--- config.mk ---
export PLATFORM = sky130hd
export DESIGN_NAME = spirv_composite_spec_patcher_core
export DESIGN_NICKNAME = d
export VERILOG_FILES = /design/src/rtl/spcp_pkg.sv /design/src/rtl/spcp_id_cell.sv /design/src/rtl/spcp_id_chain.sv /design/src/rtl/spirv_composite_spec_patcher_core.sv
export SDC_FILE = /design/constraint.sdc
export NUM_CORES = 2
export LEC_CHECK = 0
export BUFFER_PORTS_ARGS = -buffer_cell sky130_fd_sc_hd__buf_2
export CAP_MARGIN = 30
export CORE_MARGIN = 2
export CORE_UTILIZATION = 30
export CTS_CLUSTER_SIZE = 28
export DETAILED_ROUTE_END_ITERATION = 16
export GPL_ROUTABILITY_DRIVEN = 1
export PLACE_DENSITY = 0.45
export SLEW_MARGIN = 20
export SYNTH_ARGS = -nofsm -noshare
export SYNTH_HDL_FRONTEND = slang
export SYNTH_SLANG_ARGS = --single-unit
--- constraint.sdc ---
create_clock -name clk -period 182.2 [get_ports clk]
set_clock_uncertainty 0.2 [all_clocks]
set_input_delay 36.44 -clock clk [delete_from_list [all_inputs] [get_ports clk]]
set_output_delay 36.44 -clock clk [all_outputs]
set_load 0.005 [all_outputs]
--- src/rtl/spcp_pkg.sv ---
// Package with the shared types and constants of the SPIR-V composite patcher.
`timescale 1ns / 1ps

package spcp_pkg;

	localparam int WORD_W      = 32;
	localparam int POS_W       = 23;
	localparam int HALF_W      = 16;
	localparam int MAX_RESULTS = 4;
	localparam int RES_CNT_W   = 3;

	typedef logic [WORD_W-1:0] word_t;
	typedef logic [POS_W-1:0]  pos_t;
	typedef logic [HALF_W-1:0] half_t;

	localparam pos_t  FIRST_HEADER      = pos_t'(5);
	localparam pos_t  POS_MAX           = {POS_W{1'b1}};
	localparam half_t OP_SPEC_TRUE      = half_t'(48);
	localparam half_t OP_COMPOSITE      = half_t'(44);
	localparam half_t OP_SPEC_COMPOSITE = half_t'(51);
	localparam half_t MIN_LEN_SPEC_TRUE = half_t'(3);
	localparam half_t MIN_LEN_COMPOSITE = half_t'(4);

	typedef enum logic [1:0] {
		KIND_NONE,
		KIND_SPEC_TRUE,
		KIND_COMPOSITE
	} kind_t;

	// Control from the parser to the id table.
	typedef struct packed {
		logic push;
		logic clear;
	} tbl_ctl_t;

endpackage

--- src/rtl/spcp_id_cell.sv ---
// One id table cell: holds one id, passes it on when the row shifts, compares it to the probe.
`timescale 1ns / 1ps

module spcp_id_cell
	import spcp_pkg::*;
(
	input  logic  clk,
	input  logic  shift_en,
	input  word_t id_in,
	output word_t id_out,
	input  word_t probe,
	input  logic  occupied,
	output logic  hit
);

	word_t id_q;

	always_ff @(posedge clk) begin
		if (shift_en) begin
			id_q <= id_in;
		end
	end

	assign id_out = id_q;
	assign hit    = occupied && (id_q == probe);

endmodule

--- src/rtl/spcp_id_chain.sv ---
// Row of id cells: new ids shift in at the head, every occupied cell is probed in parallel.
`timescale 1ns / 1ps

module spcp_id_chain
	import spcp_pkg::*;
#(
	parameter int ID_SLOTS = 64
) (
	input  logic     clk,
	input  logic     arst_n,
	input  tbl_ctl_t ctl,
	input  word_t    push_id,
	input  word_t    probe,
	output logic     hit,
	output logic     full
);

	localparam int CNT_W = $clog2(ID_SLOTS + 1);

	logic [CNT_W-1:0]    count_q;
	word_t               ids [ID_SLOTS];
	logic [ID_SLOTS-1:0] hits;
	logic                shift_en;

	assign full     = (count_q == CNT_W'(ID_SLOTS));
	assign shift_en = ctl.push && !full;

	always_ff @(posedge clk or negedge arst_n) begin
		if (!arst_n) begin
			count_q <= '0;
		end else if (ctl.clear) begin
			count_q <= '0;
		end else if (shift_en) begin
			count_q <= count_q + CNT_W'(1);
		end
	end

	for (genvar i = 0; i < ID_SLOTS; i++) begin : g_cell
		word_t id_in;
		if (i == 0) begin : g_head
			assign id_in = push_id;
		end else begin : g_body
			assign id_in = ids[i-1];
		end
		spcp_id_cell u_cell (
			.clk      (clk),
			.shift_en (shift_en),
			.id_in    (id_in),
			.id_out   (ids[i]),
			.probe    (probe),
			.occupied (CNT_W'(i) < count_q),
			.hit      (hits[i])
		);
	end

	assign hit = |hits;

endmodule

--- src/rtl/spirv_composite_spec_patcher_core.sv ---
// Top level of the SPIR-V composite patcher: word parser, result buffer and id table.
`timescale 1ns / 1ps

// Usage:
// Module words enter on code_valid/code_ready with module_start set on the first
// word of each module. Patched words leave on out_valid/out_ready, with run_end on
// the last word caused by one input transaction and table_full once an id was lost.
// The word count register is written on cfg_valid/cfg_ready (always ready); the
// user must write it only while idle, the block does not enforce this. An input word
// appears at the output in the cycle after its transaction. Throughput: one output
// word per cycle while the receiver is ready. An input word that causes result words
// occupies the result buffer until the last of them is delivered; the next word is
// taken in the cycle that last one is delivered. Words held for a composite cause no
// result; their release (up to four words at a module start) drains the four-entry
// result buffer one word per cycle while the receiver is ready. Id membership is
// settled combinationally by a parallel compare over the row of ID_SLOTS cells.
// Reset clears the parser, the id count and the result count; no clearing pass is
// needed. When the receiver stalls, the current word holds and no new input is taken.
module spirv_composite_spec_patcher_core
	import spcp_pkg::*;
#(
	parameter int ID_SLOTS = 64
) (
	input  logic  clk,
	input  logic  arst_n,
	input  logic  cfg_valid,
	output logic  cfg_ready,
	input  pos_t  cfg_data,
	input  logic  code_valid,
	output logic  code_ready,
	input  word_t code_word,
	input  logic  module_start,
	output logic  out_valid,
	input  logic  out_ready,
	output word_t out_word,
	output logic  run_end,
	output logic  table_full
);

	pos_t  code_words_q;
	pos_t  wpos_q, wpos_n;
	pos_t  nhp_q, nhp_n;
	kind_t kind_q, kind_n;
	logic [1:0] rel_q, rel_n;
	logic  stopped_q, stopped_n;
	logic  ovf_q, ovf_n;
	word_t held_q [3];
	word_t held_n [3];

	word_t res_q [MAX_RESULTS];
	word_t res_n [MAX_RESULTS];
	logic [RES_CNT_W-1:0] res_cnt_q, res_cnt_n;
	logic [1:0] res_idx_q;
	logic  res_full_q;

	tbl_ctl_t tbl_ctl;
	logic  tbl_hit, tbl_full;
	logic  accept, last_out;

	assign cfg_ready  = 1'b1;
	assign out_valid  = (res_cnt_q != '0);
	assign last_out   = ({1'b0, res_idx_q} == res_cnt_q - RES_CNT_W'(1));
	assign code_ready = !out_valid || (out_ready && last_out);
	assign accept     = code_valid && code_ready;
	assign out_word   = res_q[res_idx_q];
	assign run_end    = last_out;
	assign table_full = res_full_q;

	spcp_id_chain #(
		.ID_SLOTS (ID_SLOTS)
	) u_chain (
		.clk     (clk),
		.arst_n  (arst_n),
		.ctl     (tbl_ctl),
		.push_id (code_word),
		.probe   (code_word),
		.hit     (tbl_hit),
		.full    (tbl_full)
	);

	always_comb begin
		pos_t  pos;
		kind_t kind_e;
		pos_t  nhp_e;
		logic  stopped_e;
		logic  pass;
		half_t len, op;
		logic [RES_CNT_W-1:0] n;

		kind_e    = module_start ? KIND_NONE : kind_q;
		nhp_e     = module_start ? FIRST_HEADER : nhp_q;
		stopped_e = module_start ? 1'b0 : stopped_q;
		ovf_n     = module_start ? 1'b0 : ovf_q;
		pos       = module_start ? '0 : wpos_q;
		kind_n    = kind_e;
		nhp_n     = nhp_e;
		stopped_n = stopped_e;
		rel_n     = rel_q;
		held_n    = held_q;
		pass      = 1'b1;
		len       = code_word[WORD_W-1:HALF_W];
		op        = code_word[HALF_W-1:0];
		n         = '0;
		tbl_ctl.push  = 1'b0;
		tbl_ctl.clear = accept && module_start;
		for (int i = 0; i < MAX_RESULTS; i++) begin
			res_n[i] = '0;
		end

		// A module start in the middle of a hold releases what was held, unpatched.
		if (module_start && kind_q == KIND_COMPOSITE) begin
			for (int i = 0; i < 3; i++) begin
				if (i < int'(rel_q)) begin
					res_n[i] = held_q[i];
				end
			end
			n = RES_CNT_W'(rel_q);
		end

		if (pos >= FIRST_HEADER && !stopped_e) begin
			unique case (kind_e)
				KIND_SPEC_TRUE: begin
					rel_n = rel_q + 2'd1;
					if (rel_q == 2'd2) begin
						tbl_ctl.push = accept;
						if (tbl_full) begin
							ovf_n = 1'b1;
						end
						kind_n = KIND_NONE;
					end
				end
				KIND_COMPOSITE: begin
					if (rel_q == 2'd1 || rel_q == 2'd2) begin
						held_n[rel_q] = code_word;
						rel_n = rel_q + 2'd1;
						pass  = 1'b0;
					end else begin
						res_n[n[1:0]] = tbl_hit
							? {held_q[0][WORD_W-1:HALF_W], OP_SPEC_COMPOSITE}
							: held_q[0];
						res_n[n[1:0] + 2'd1] = held_q[1];
						res_n[n[1:0] + 2'd2] = held_q[2];
						n = n + RES_CNT_W'(3);
						kind_n = KIND_NONE;
					end
				end
				default: begin
					if (pos == nhp_e) begin
						if (pos >= code_words_q || len == '0 ||
						    ({1'b0, pos} + (POS_W+1)'(len)) > {1'b0, code_words_q}) begin
							stopped_n = 1'b1;
						end else begin
							nhp_n = pos + POS_W'(len);
							if (op == OP_SPEC_TRUE && len >= MIN_LEN_SPEC_TRUE) begin
								held_n[0] = code_word;
								kind_n    = KIND_SPEC_TRUE;
								rel_n     = 2'd1;
							end else if (op == OP_COMPOSITE && len >= MIN_LEN_COMPOSITE) begin
								held_n[0] = code_word;
								kind_n    = KIND_COMPOSITE;
								rel_n     = 2'd1;
								pass      = 1'b0;
							end
						end
					end
				end
			endcase
		end

		if (pass) begin
			res_n[n[1:0]] = code_word;
			n = n + RES_CNT_W'(1);
		end

		wpos_n    = (pos == POS_MAX) ? pos : pos + POS_W'(1);
		res_cnt_n = n;
	end

	always_ff @(posedge clk or negedge arst_n) begin
		if (!arst_n) begin
			code_words_q <= '0;
		end else if (cfg_valid && cfg_ready) begin
			code_words_q <= cfg_data;
		end
	end

	always_ff @(posedge clk or negedge arst_n) begin
		if (!arst_n) begin
			wpos_q    <= '0;
			nhp_q     <= FIRST_HEADER;
			kind_q    <= KIND_NONE;
			rel_q     <= '0;
			stopped_q <= 1'b0;
			ovf_q     <= 1'b0;
		end else if (accept) begin
			wpos_q    <= wpos_n;
			nhp_q     <= nhp_n;
			kind_q    <= kind_n;
			rel_q     <= rel_n;
			stopped_q <= stopped_n;
			ovf_q     <= ovf_n;
		end
	end

	always_ff @(posedge clk) begin
		if (accept) begin
			held_q     <= held_n;
			res_q      <= res_n;
			res_full_q <= ovf_n;
		end
	end

	always_ff @(posedge clk or negedge arst_n) begin
		if (!arst_n) begin
			res_cnt_q <= '0;
			res_idx_q <= '0;
		end else begin
			if (out_valid && out_ready) begin
				if (last_out) begin
					res_cnt_q <= '0;
				end else begin
					res_idx_q <= res_idx_q + 2'd1;
				end
			end
			if (accept) begin
				res_cnt_q <= res_cnt_n;
				res_idx_q <= '0;
			end
		end
	end

	a_idx_in_range: assert property (@(posedge clk) disable iff (!arst_n)
		out_valid |-> ({1'b0, res_idx_q} < res_cnt_q))
		else $error("result index beyond result count");

	a_no_accept_mid_run: assert property (@(posedge clk) disable iff (!arst_n)
		(out_valid && !run_end) |-> !code_ready)
		else $error("input taken while results of the previous word remain");

	a_hold_has_rel: assert property (@(posedge clk) disable iff (!arst_n)
		(kind_q != KIND_NONE) |-> (rel_q != 2'd0))
		else $error("instruction in progress without a word offset");

	a_stop_sticky: assert property (@(posedge clk) disable iff (!arst_n)
		(stopped_q && !(accept && module_start)) |=> stopped_q)
		else $error("parse stop released without a module start");

endmodule
==> results.yml <==
status:
  status: "finished clean"
cells_and_area:
  syn_to_final_growth_pct: 13.6
  nFillCells: 35700
  drive_above_1_share: 0.0985
  fin_nets: 8342
  fin_area_um2: 126000
drt:
  vias_per_cell: 5.45
  first_pass_iters: 9
  dr_total_vias: 72900
  drc: 0
  drt-total-wl_mm: 428
  drtIter0Drc: 9536
  ant_nets: 0
  avgRoutedWirePerCell_um: 32.0
cts:
  clk_pin_slew_ns: 0.06
  cts-buffers-inserted: 283
  cts_resized: 0
  htreeDepth: 5
  insertion_delay_ns: 0.91
  cts_tree: "done"
  cts_setup_buffers: 0
  ctsHoldBuffers: 0
  max-clock-path-buffers: 4
  cts.sinks: 2360
  cts.root.buffer_cell: "clkbuf_16"
placed_design:
  hpwlAfterDp_mm: 294
  gp_congestion: 0.931
  place_ws_ns: 108.59
  dpl_cell_area_um2: 117000
  io_buffers: 96
timing:
  finalSetupViolCount: 0
  period_share: 0.404
  relSlewSlack: 0.241
  worstMarginPinSlew_ns: 1.13
  slew_violations: 0
  setup_tns_ns: 0
  hold_violations: 0
  whs_ns: 0.249
  rsz0062_at_grt: "false"
  period_needed_ns: 73.62
  setup_slack_ns: 108.59
  fmax_mhz: 13.6
min_path:
  min_from: "u_chain.g_cell[6].u_cell.id_out[3]"
  hold_path.class: "reg -> reg"
yosys:
  synth_area_per_cell_um2: 13.8
  synth_top_area_frac: 0.614
  synth_cell_types: 104
  syn_area_um2: 111000
  ys_ff_latch: 2360
  yosysWarnings: 0
  synth_area_leaders: "edfxtp_1 61%, xnor2_1 11%, xor2_1 5.3%"
  synth_most_common_cell: "edfxtp_1"
  synth_fp_nets: 8187
  synth_common_cells: "2273 x edfxtp_1, 1438 x xnor2_1, 677 x xor2_1"
  synth_cells: 8054
  ys_seq_area_frac: 0.634
  synth_ff_type: "edfxtp_1"
  ys_async_sr_fraction: 0.0369
  yosys.area.top_type: "edfxtp_1"
  synth-edff-count: 2273
critical_path:
  setup.worst_path.start_class: "input port"
  worstSetupPathType: "in -> out"
  cp.arrival_ns: 36.97
  critPathRequiredTime_ns: 145.56
  crit_start: "out_ready"
  cp_max_fo: 4
  endpoint_kind: "output port"
  r2r-start: "res_idx_q[0]"
grt:
  grt_first_pass_wirelength_mm: 588
  antenna_found_initial: 26
  grt_overflow_total: 0
  grt_pass1_vias: 71500
  grt_usage: 0.222
  grt_max_degree: 190
floorplan:
  io_pins: 98
  die_h_um: 613
  rows: 223
  die_w_um: 613
  initial_core_util: 0.301
  die-area_um2: 375000
  core_um2: 369000
run:
  cap_violations: 0
pwr:
  p_leak_nw: 37.4
  ir_worst_vdd_mv: 0.00682
  power_density_nw_per_um2: 9.89
[worst max-delay path, stage by stage]
cell	delay (ns)
buf_2	0.11
inv_1	0.08
o21ai_2	0.19
buf_2	0.15
[report_power, final]
group | total [W] | internal (W) | switching [W]
Clock | 0.000548 | 0.000316 | 0.000232
Sequential | 0.000600 | 0.000596 | 0.00000367
Combinational | 0.000100 | 0.0000327 | 0.0000677
Total | 0.00125 | 0.000945 | 0.000303
[kinds of logic (layout without fill, tap and decap cells)]
kind of cell,after synthesis,count (layout),share of synthesized area
AO/OA/AOI/OAI,709,709,0.0434
XOR/XNOR,2115,2115,0.167
adder cells (fa/ha/maj),73,73,0.00820
buffers and inverters,527,885,0.0267
flip-flops,2360,2360,0.634
multiplexers,46,46,0.00781
other,1,9,0.0000337
AND/OR/NAND/NOR,2223,2223,0.113
[metrics by stage]
| stage | power [W] | util | instances |
|---|---|---|---|
| floorplan | 0.000673 | - | 8054 |
| global placement | 0.000711 | 0.317 | 12900 |
| detailed placement | 0.000712 | 0.318 | 12900 |
| CTS | 0.00126 | 0.341 | 13300 |
| global route | 0.00129 | 0.342 | 13400 |
| finish | 0.00125 | 0.342 | 13400 |
[cell type report]
class                   instances  area, um2  share of cell area
flip-flops and latches       2360      70400               0.558
multi-input cells            5167      37900               0.300
clock buffers                 351       7520              0.0595
well taps                    4950       6190              0.0491
repair buffers                302       2620              0.0208
clock inverters               137       1150             0.00910
inverters                      95        362             0.00286
diodes                          8       20.0            0.000159
[layout by cell type (no fill, tap or decap), types with 33 or more instances in the layout]
cell,netlist,layout
nor4b_1,38,38
a21oi_1,164,163
clkbuf_16,0,290
dfrtp_1,85,83
and3_1,42,42
nor3_1,144,141
a22oi_1,62,62
xnor2_1,1438,1438
xor2_1,677,677
o21ai_0,144,144
clkinv_1,3,58
clkinv_2,0,39
nand3_1,186,186
edfxtp_1,2273,2273
nand2b_1,35,35
nand4b_1,33,33
nand4_1,604,604
buf_4,172,175
ha_1,72,69
nor2_1,234,229
nor2b_1,45,44
clkbuf_1,118,58
nand2_1,335,333
o22ai_1,37,37
inv_1,92,92
nor4_1,381,370
buf_2,100,66
a21o_1,39,39
[worst paths after layout]
path | to | slack (ns) | cells after the start
min | u_chain.g_cell[7].u_cell.id_out[3] | 0.25 | 0
max | code_ready | 108.59 | 4
min in group asynchronous | code_words_q[1] | 35.29 | 1
max reg2reg | u_chain.g_cell[57].u_cell.id_out[0] | 173.22 | 17
min reg2reg | u_chain.g_cell[7].u_cell.id_out[3] | 0.25 | 0
max in group asynchronous | u_chain.count_q[6] | 145.17 | 2
[per-layer routing]
layer,vias up,track usage,share of wire
met5,-,0,0.000030
met4,2,0.0773,0.038
met3,787,0.0297,0.064
met2,3612,0.360,0.47
met1,37700,0.305,0.43
li1,30800,-,-
[sequential cells by signal, indices dropped and copies added, names as in the netlist]
name / cells
u_chain.g_cell.u_cell.id_out: 2048
res_q: 128
nhp_q: 23
code_words_q: 23
rel_q: 2
u_chain.count_q: 7
res_idx_q: 2
wpos_q: 23
res_cnt_q: 3
table_full: 1
kind_q: 2
ovf_q: 1
held_q: 96
stopped_q: 1
Note: power is estimated with default switching activity, not from simulation.
